### src/design/ufbd_pkg.sv
// Package: payload types and constants of the fractional baud divider calculator.
`timescale 1ns / 1ps
package ufbd_pkg;

    localparam logic [31:0] INC_LIMIT = 32'd65535;
    localparam logic [31:0] NUM_LIMIT = 32'd458745;
    localparam logic [31:0] PCT_DIV   = 32'd100;
    localparam logic [31:0] PCT_MUL   = 32'd3;
    localparam int          DIV_W     = 64;

    typedef struct packed {
        logic [27:0] baud_rate;
        logic [31:0] source_clock_hz;
    } t_in;

    typedef struct packed {
        logic [2:0]  rfdiv_code;
        logic [15:0] increment_value;
        logic [15:0] modulator_value;
        logic [31:0] baud_error;
        logic        accepted;
    } t_out;

    function automatic logic [2:0] rfdiv_of(input logic [2:0] d);
        logic [2:0] c;
        unique case (d)
            3'd1:    c = 3'd5;
            3'd2:    c = 3'd4;
            3'd3:    c = 3'd3;
            3'd4:    c = 3'd2;
            3'd5:    c = 3'd1;
            3'd6:    c = 3'd0;
            3'd7:    c = 3'd6;
            default: c = 3'd5;
        endcase
        return c;
    endfunction

endpackage

### src/design/ufbd_divider.sv
// Shared restoring divider: one quotient bit per cycle.
`timescale 1ns / 1ps
module ufbd_divider #(
    parameter int W = ufbd_pkg::DIV_W
) (
    input  logic         i_clk,
    input  logic         i_rst_n,
    input  logic         i_start,
    input  logic [W-1:0] i_num,
    input  logic [W-1:0] i_den,
    output logic         o_done,
    output logic [W-1:0] o_quot,
    output logic [W-1:0] o_rem
);
    localparam int CW = $clog2(W + 1);

    logic [W-1:0]  r_q, n_q;
    logic [W-1:0]  r_r, n_r;
    logic [W-1:0]  r_d;
    logic [CW-1:0] r_cnt, n_cnt;
    logic          r_busy, n_busy;
    logic          r_done, n_done;
    logic [W:0]    w_sh;

    always_comb begin
        n_q = r_q;
        n_r = r_r;
        n_cnt = r_cnt;
        n_busy = r_busy;
        n_done = 1'b0;
        w_sh = {r_r, r_q[W-1]};
        if (r_busy) begin
            n_q = {r_q[W-2:0], 1'b0};
            if (w_sh >= {1'b0, r_d}) begin
                n_r = W'(w_sh - {1'b0, r_d});
                n_q[0] = 1'b1;
            end else begin
                n_r = w_sh[W-1:0];
            end
            n_cnt = r_cnt - 1'b1;
            if (r_cnt == CW'(1)) begin
                n_busy = 1'b0;
                n_done = 1'b1;
            end
        end else if (i_start) begin
            n_q = i_num;
            n_r = '0;
            n_cnt = CW'(W);
            n_busy = 1'b1;
        end
    end

    always_ff @(posedge i_clk) begin
        if (!i_rst_n) begin
            r_busy <= 1'b0;
            r_done <= 1'b0;
            r_cnt <= '0;
        end else begin
            r_busy <= n_busy;
            r_done <= n_done;
            r_cnt <= n_cnt;
        end
        r_q <= n_q;
        r_r <= n_r;
        if (!r_busy && i_start) r_d <= i_den;
    end

    assign o_done = r_done;
    assign o_quot = r_q;
    assign o_rem  = r_r;
endmodule

### src/design/uart_fractional_baud_divider_unit.sv
// Top level: fractional UART baud divider calculator around one serial divider.
//
// Usage: drive i_in with the wanted baud rate and the reference clock and
// hold start high; the transfer is taken at the first edge with busy low,
// and busy rises. The sequencer runs two Euclid GCD loops and a string of
// divisions on one shared 64-bit restoring divider. Each division is an
// issue state, 64 quotient steps and a done strobe. An item needs D
// divisions: both Euclid iteration counts plus 8, and 4 more when the
// fraction must be scaled down to fit. o_valid is raised by the S_OUT state,
// which follows the last division; zero inputs skip all divisions and go
// from idle straight to S_OUT, which raises o_valid and returns to idle.
// The result is shown on o_out for exactly one cycle with o_valid high;
// busy falls in that same cycle and the next item may be started at once.
// The receiver cannot stall; a result not taken in its cycle is gone.
// Reset returns the sequencer to idle and drops busy and o_valid; no item
// in progress survives it. A zero baud rate or zero clock gives all zeros.
`timescale 1ns / 1ps
module uart_fractional_baud_divider_unit (
    input  logic           i_clk,
    input  logic           i_rst_n,
    input  logic           start,
    input  ufbd_pkg::t_in  i_in,
    output logic           busy,
    output logic           o_valid,
    output ufbd_pkg::t_out o_out
);
    import ufbd_pkg::*;

    localparam int DW = DIV_W;

    localparam logic [4:0] S_IDLE = 5'd0,  S_G1 = 5'd1,  S_G1W = 5'd2,
                           S_NUM = 5'd3,   S_NUMW = 5'd4, S_DEN = 5'd5,
                           S_DENW = 5'd6,  S_M = 5'd7,   S_MW = 5'd8,
                           S_N = 5'd9,     S_NW = 5'd10, S_SN = 5'd11,
                           S_SNW = 5'd12,  S_SD = 5'd13, S_SDW = 5'd14,
                           S_DV = 5'd15,   S_DVW = 5'd16, S_G2 = 5'd17,
                           S_G2W = 5'd18,  S_TN = 5'd19, S_TNW = 5'd20,
                           S_TD = 5'd21,   S_TDW = 5'd22, S_AC = 5'd23,
                           S_ACW = 5'd24,  S_MOD = 5'd25, S_MODW = 5'd26,
                           S_TH = 5'd27,   S_THW = 5'd28, S_OUT = 5'd29;

    logic [4:0]  r_st, n_st;
    logic [31:0] r_baud, r_clk, r_ga, r_gb, r_num, r_den, r_mx;
    logic [31:0] r_tn, r_td, r_mod;
    logic [2:0]  r_dvd;
    logic [63:0] r_ach;
    logic        r_valid;
    t_out        r_out;

    logic          d_start;
    logic [DW-1:0] d_num, d_den, d_q, d_r;
    logic          d_done;

    ufbd_divider #(.W(DW)) u_div (
        .i_clk(i_clk), .i_rst_n(i_rst_n), .i_start(d_start),
        .i_num(d_num), .i_den(d_den), .o_done(d_done),
        .o_quot(d_q), .o_rem(d_r)
    );

    logic [31:0] w_q32, w_r32;
    assign w_q32 = d_q[31:0];
    assign w_r32 = d_r[31:0];

    logic [63:0] w_diff;
    assign w_diff = (r_ach >= {32'd0, r_baud}) ? r_ach - {32'd0, r_baud}
                                               : {32'd0, r_baud} - r_ach;

    // reduced denominator fits 16 bits once the fraction is scaled
    logic [47:0] w_prod;
    assign w_prod = 48'(r_tn) * 48'(r_den[15:0]);

    always_comb begin
        n_st = r_st;
        d_start = 1'b0;
        d_num = '0;
        d_den = '0;
        unique case (r_st)
            S_G1, S_G2: begin
                d_start = 1'b1;
                d_num = DW'(r_ga);
                d_den = DW'(r_gb);
            end
            S_NUM: begin d_start = 1'b1; d_num = DW'(r_clk); d_den = DW'(r_ga); end
            S_DEN: begin d_start = 1'b1; d_num = DW'(r_den); d_den = DW'(r_ga); end
            S_M:   begin
                d_start = 1'b1; d_num = DW'(r_num - 32'd1); d_den = DW'(NUM_LIMIT);
            end
            S_N:   begin
                d_start = 1'b1; d_num = DW'(r_den - 32'd1); d_den = DW'(INC_LIMIT);
            end
            S_SN:  begin d_start = 1'b1; d_num = DW'(r_num); d_den = DW'(r_mx); end
            S_SD:  begin d_start = 1'b1; d_num = DW'(r_den); d_den = DW'(r_mx); end
            S_DV:  begin
                d_start = 1'b1; d_num = DW'(r_num - 32'd1); d_den = DW'(INC_LIMIT);
            end
            S_TN:  begin d_start = 1'b1; d_num = DW'(r_clk); d_den = DW'(r_ga); end
            S_TD:  begin
                d_start = 1'b1; d_num = DW'({r_num[27:0], 4'd0}); d_den = DW'(r_ga);
            end
            S_AC:  begin
                d_start = 1'b1; d_num = DW'(w_prod); d_den = DW'(r_td);
            end
            S_MOD: begin d_start = 1'b1; d_num = DW'(r_num); d_den = DW'({29'd0, r_dvd}); end
            S_TH:  begin d_start = 1'b1; d_num = DW'(r_baud); d_den = DW'(PCT_DIV); end
            default: ;
        endcase
    end

    always_ff @(posedge i_clk) begin
        if (!i_rst_n) begin
            r_st <= S_IDLE;
            r_valid <= 1'b0;
        end else begin
            r_valid <= 1'b0;
            unique case (r_st)
                S_IDLE: if (start) begin
                    r_baud <= {4'd0, i_in.baud_rate};
                    r_clk <= i_in.source_clock_hz;
                    r_ga <= i_in.source_clock_hz;
                    r_gb <= {i_in.baud_rate, 4'd0};
                    r_den <= {i_in.baud_rate, 4'd0};
                    if (i_in.baud_rate == '0 || i_in.source_clock_hz == '0) begin
                        r_out <= '0;
                        r_st <= S_OUT;
                    end else r_st <= S_G1;
                end
                S_G1, S_G2, S_NUM, S_DEN, S_M, S_N, S_SN, S_SD, S_DV,
                S_TN, S_TD, S_AC, S_MOD, S_TH: r_st <= r_st + 5'd1;
                S_G1W, S_G2W: if (d_done) begin
                    // advance Euclid: a <- b, b <- a mod b
                    r_ga <= r_gb;
                    r_gb <= w_r32;
                    if (w_r32 == '0) r_st <= r_st + 5'd1;
                    else r_st <= r_st - 5'd1;
                end
                S_NUMW: if (d_done) begin r_num <= w_q32; r_st <= S_DEN; end
                S_DENW: if (d_done) begin
                    r_den <= w_q32;
                    if (r_num > NUM_LIMIT || w_q32 > INC_LIMIT) r_st <= S_M;
                    else r_st <= S_DV;
                end
                S_MW: if (d_done) begin r_mx <= w_q32 + 32'd1; r_st <= S_N; end
                S_NW: if (d_done) begin
                    if (w_q32 + 32'd1 > r_mx) r_mx <= w_q32 + 32'd1;
                    r_st <= S_SN;
                end
                S_SNW: if (d_done) begin
                    r_num <= (w_q32 == '0) ? 32'd1 : w_q32;
                    r_st <= S_SD;
                end
                S_SDW: if (d_done) begin
                    r_den <= (w_q32 == '0) ? 32'd1 : w_q32;
                    r_st <= S_DV;
                end
                S_DVW: if (d_done) begin
                    r_dvd <= 3'(w_q32 + 32'd1);
                    r_ga <= r_clk;
                    r_gb <= {r_num[27:0], 4'd0};
                    r_st <= S_G2;
                end
                S_TNW: if (d_done) begin r_tn <= w_q32; r_st <= S_TD; end
                S_TDW: if (d_done) begin r_td <= w_q32; r_st <= S_AC; end
                S_ACW: if (d_done) begin r_ach <= d_q; r_st <= S_MOD; end
                S_MODW: if (d_done) begin r_mod <= w_q32; r_st <= S_TH; end
                S_THW: if (d_done) begin
                    r_out.rfdiv_code <= rfdiv_of(r_dvd);
                    r_out.increment_value <= 16'(r_den - 32'd1);
                    r_out.modulator_value <= 16'(r_mod - 32'd1);
                    r_out.baud_error <= (w_diff[63:32] != '0) ? 32'hFFFF_FFFF
                                                              : w_diff[31:0];
                    r_out.accepted <= (w_diff < {32'd0, w_q32} * {32'd0, PCT_MUL});
                    r_st <= S_OUT;
                end
                S_OUT: begin r_valid <= 1'b1; r_st <= S_IDLE; end
                default: r_st <= S_IDLE;
            endcase
        end
    end

    assign busy    = (r_st != S_IDLE);
    assign o_valid = r_valid;
    assign o_out   = r_out;
endmodule
### config.mk
export PLATFORM = sky130hd
export DESIGN_NAME = uart_fractional_baud_divider_unit
export DESIGN_NICKNAME = d
export VERILOG_FILES = /design/src/design/ufbd_pkg.sv /design/src/design/ufbd_divider.sv /design/src/design/uart_fractional_baud_divider_unit.sv
export SDC_FILE = /design/constraint.sdc
export NUM_CORES = 2
export LEC_CHECK = 0
export ABC_AREA = 1
export BUFFER_PORTS_ARGS = -buffer_cell sky130_fd_sc_hd__buf_2
export CORE_MARGIN = 4
export CORE_UTILIZATION = 40
export CTS_CLUSTER_SIZE = 12
export DETAILED_ROUTE_END_ITERATION = 8
export GPL_TIMING_DRIVEN = 0
export PLACE_DENSITY = 0.58
export SETUP_SLACK_MARGIN = 0.02
export SYNTH_ARGS = -nofsm -noshare
export SYNTH_HDL_FRONTEND = slang
export SYNTH_HIERARCHICAL = 1
export SYNTH_SLANG_ARGS = --single-unit
### constraint.sdc
create_clock -name i_clk -period 8.2 [get_ports i_clk]
set_input_delay 0.41 -clock i_clk [delete_from_list [all_inputs] [get_ports i_clk]]
set_output_delay 0.41 -clock i_clk [all_outputs]
set_load 0.02 [all_outputs]
==> impl_results.md <==
- Antenna violations before repair: 20
- Maxcap violations: 0
- DR iter-0 viols: 6269
- Post-Route Skew: 0.0771 ns
- DRT antenna net count: 0
- Crit path to: r_mx[24]$_DFFE_PP_
- Syn avg cell area: 7.30 um2
- Root buf cell: clkbuf_16
- Placer Congestion: about 1.0
- Number of filler cells placed in the layout: 16100
- Clk Latency, worst-skew pair: 0.72 ns
- Die ar.: 164000 um2
- Final Hold Fails: 0
- Synth cell types: 65
- CP most frequent cell: nand2_1
- CORE AREA: 156000 um2
- Final #Nets: 9794
- CP peak stage delay: 0.93 ns
- Routed len/inst: 23.7 um
- Outcome: finished, final reports clean
- Die Span Y: 404 um
- IO Port Bufs: 132
- Reg clk slew, reported paths: 0.06 ns
- Most used flip-flop cell after synthesis: edfxtp_1
- Total grt overflow: 0
- Post-Route WL: 262000 um
- Startpoint types: register
- WP depth: 27
- Post-route DRC: 0
- Worst slew pin tran: ~1.4 ns
- Num CTS Buffers: 79
- Slowest CP cell: edfxtp_1
- Fmax: 126 MHz
- Fin crit share: 0.971
- Vias in the first global route: 57200
- Final setup fails: 0
- Area delta synth->final: 11.4%
- Clk sinks: 642
- Crit path from: u_div/o_quot[2]$_DFFE_PP_
- Synth warn: 6
- Highest-count cells in the layout ignoring fill and taps: 2710 x nand2_1, 1947 x inv_1, 686 x nor2_1
- Dpl hpwl: 218000 um
- Slew margin rel.: 0.0313
- Post-layout util: 0.448
- EDFF count, synth: about 630
- Worst hold path type: input pin to register
- Seq/Total Area, Yosys: 0.304
- Commonest non-fill, non-tap cell in the layout: nand2_1
- Crit Reg-Reg Startpoint: u_div/o_quot[2]$_DFFE_PP_
- Reg-to-reg slack, setup: 0.24 ns
- GRT Resource Usage Total: 0.317
- WP data required: 8.60 ns
- Critical-path maximum fanout: 16
- First-pass DRT Iterations: 7
- TNS Setup: 0 ns
- Share of layout cells above drive strength 1: 0.0506
- CTS tree: built
- Unrepaired setup endpoints after global routing: true
- Slew Viols, Final: 0
- Pin count of the biggest net entering global routing: 81
- Die width: 404 um
- CP endpoint kind: register
- First-pass GRT wire length: 379000 um
- R2R depth: 27
- Multi-input logic area: 35500 um2
- # IOs: 133
- Crit-path leading delay family: simple AND/OR/NAND/NOR gates
- Rows: 145
- Critical Path AT: 8.36 ns
- Asr flop ratio synth: 0
- Min cycle time layout: 7.96 ns
- Total number of vias: 58500
- Worst hold slack: 0.0503 ns
- Post-Synthesis Cells: ~8600
- Crit Path Class: register to register
- Mapped cell area: 62900 um2
- Register area: around 19000 um2
- Number of synthesized register bits: 642
- Critical path buffers and inverters: 3
- Vias per cell: ~5.3
- CTS Buffer Depth: 3
- Starting density of the core: 0.402
- H-Tree Depth: 3
- R2R Path End: r_mx[24]$_DFFE_PP_
## cell type report
type,count,share of cell area
Multi-Input combinational cell,5775,0.507
Sequential cell,642,0.273
Inverter,1967,0.106
Tap cell,2058,0.0368
Clock buffer,96,0.0294
Timing Repair Buffer,231,0.0256
Buffer,248,0.0154
Clock inverter,44,0.00688
Antenna cell,17,0.000607
## worst min-delay path: cells and delay by family
kind	cells	cell delay [ns]
buffers and inverters	1	0.17
AO/OA/AOI/OAI	1	0.04
AND/OR/NAND/NOR	1	0.09
## worst min-delay path by stage
stage,startpoint,end,slack [ns],cells past startpoint
after floorplan,u_div/o_quot[61]$_DFFE_PP_,r_ach[61]$_DFFE_PP_,0.43,0
after global placement,u_div/o_quot[56]$_DFFE_PP_,r_ach[56]$_DFFE_PP_,0.43,0
after detailed placement,u_div/o_quot[54]$_DFFE_PP_,r_ach[54]$_DFFE_PP_,0.43,0
after CTS,i_in[25],r_clk[25]$_DFFE_PP_,0.0008,1
after global routing,i_in[25],r_clk[25]$_DFFE_PP_,0.02,1
final,i_rst_n,u_div/r_cnt[4]$_SDFFE_PN0P_,0.05,3
## logic make-up after synthesis
family	after synthesis	share of synthesized area
adder cells (fa/ha/maj)	787	0.207
other	1	0.0000596
multiplexers	3	0.000478
flip-flops	642	0.304
XOR/XNOR	152	0.0212
AND/OR/NAND/NOR	4004	0.257
AO/OA/AOI/OAI	797	0.0753
buffers and inverters	2227	0.135
## Yosys cell counts (all sizes together) (31+ instances only)
library cell / n / area (um2)
edfxtp: 627 / 18800
o21ai: 186 / 931
nand3: 350 / 1840
inv: 1959 / 7350
xor2: 122 / 1070
nor4: 41 / 272
nor3: 80 / 400
o22ai: 57 / 357
buf: 57 / 322
clkbuf: 203 / 762
o211ai: 33 / 248
ha: 365 / 4570
o2111ai: 31 / 272
o221ai: 34 / 298
nand4: 68 / 425
fa: 422 / 8450
nand2: 2719 / 10200
nor2: 699 / 2660
a21oi: 330 / 1660
## per-stage QoR
step	setup WS, ns	instances	instance area, um2
6_report	0.236	11100	70000
5_1_grt	-0.0281	11100	70000
4_1_cts	0.0109	11100	69800
3_5_place_dp	-0.141	10900	66800
3_3_place_gp	-4.74	10800	66200
2_1_floorplan	0.540	8644	63000
## layer usage
metal | wire, um | vias to the layer above | global-route usage
met5 | 21 | - | 0
li1 | - | 27300 | -
met2 | 120000 | 2762 | 0.518
met4 | 15600 | 4 | 0.160
met1 | 104000 | 28000 | 0.408
met3 | 22900 | 547 | 0.0511
## sequential cells by signal, summed over array words and instances, names as in the netlist, 5 cells and up
signal,count
r_tn,32
r_ach,64
u_div/o_quot,64
r_baud,28
r_clk,32
u_div/r_d,64
o_out,68
r_num,32
r_den,32
n_st,5
r_ga,32
u_div/o_rem,64
r_mx,32
r_mod,16
r_td,32
r_gb,32
u_div/r_cnt,7
## timing repair
item | in CTS | in global routing
buffers inserted | 0 | 13
hold endpoints to repair | 46 | 0
hold buffers | 44 | 0
cloned | 0 | 0
endpoints found under the setup margin | 7 | 19
gates resized for setup | 6 | 38
Power is left out: the tool's default activity adds up to more than one toggle a clock period on the data nets, which glitch-free logic cannot reach.
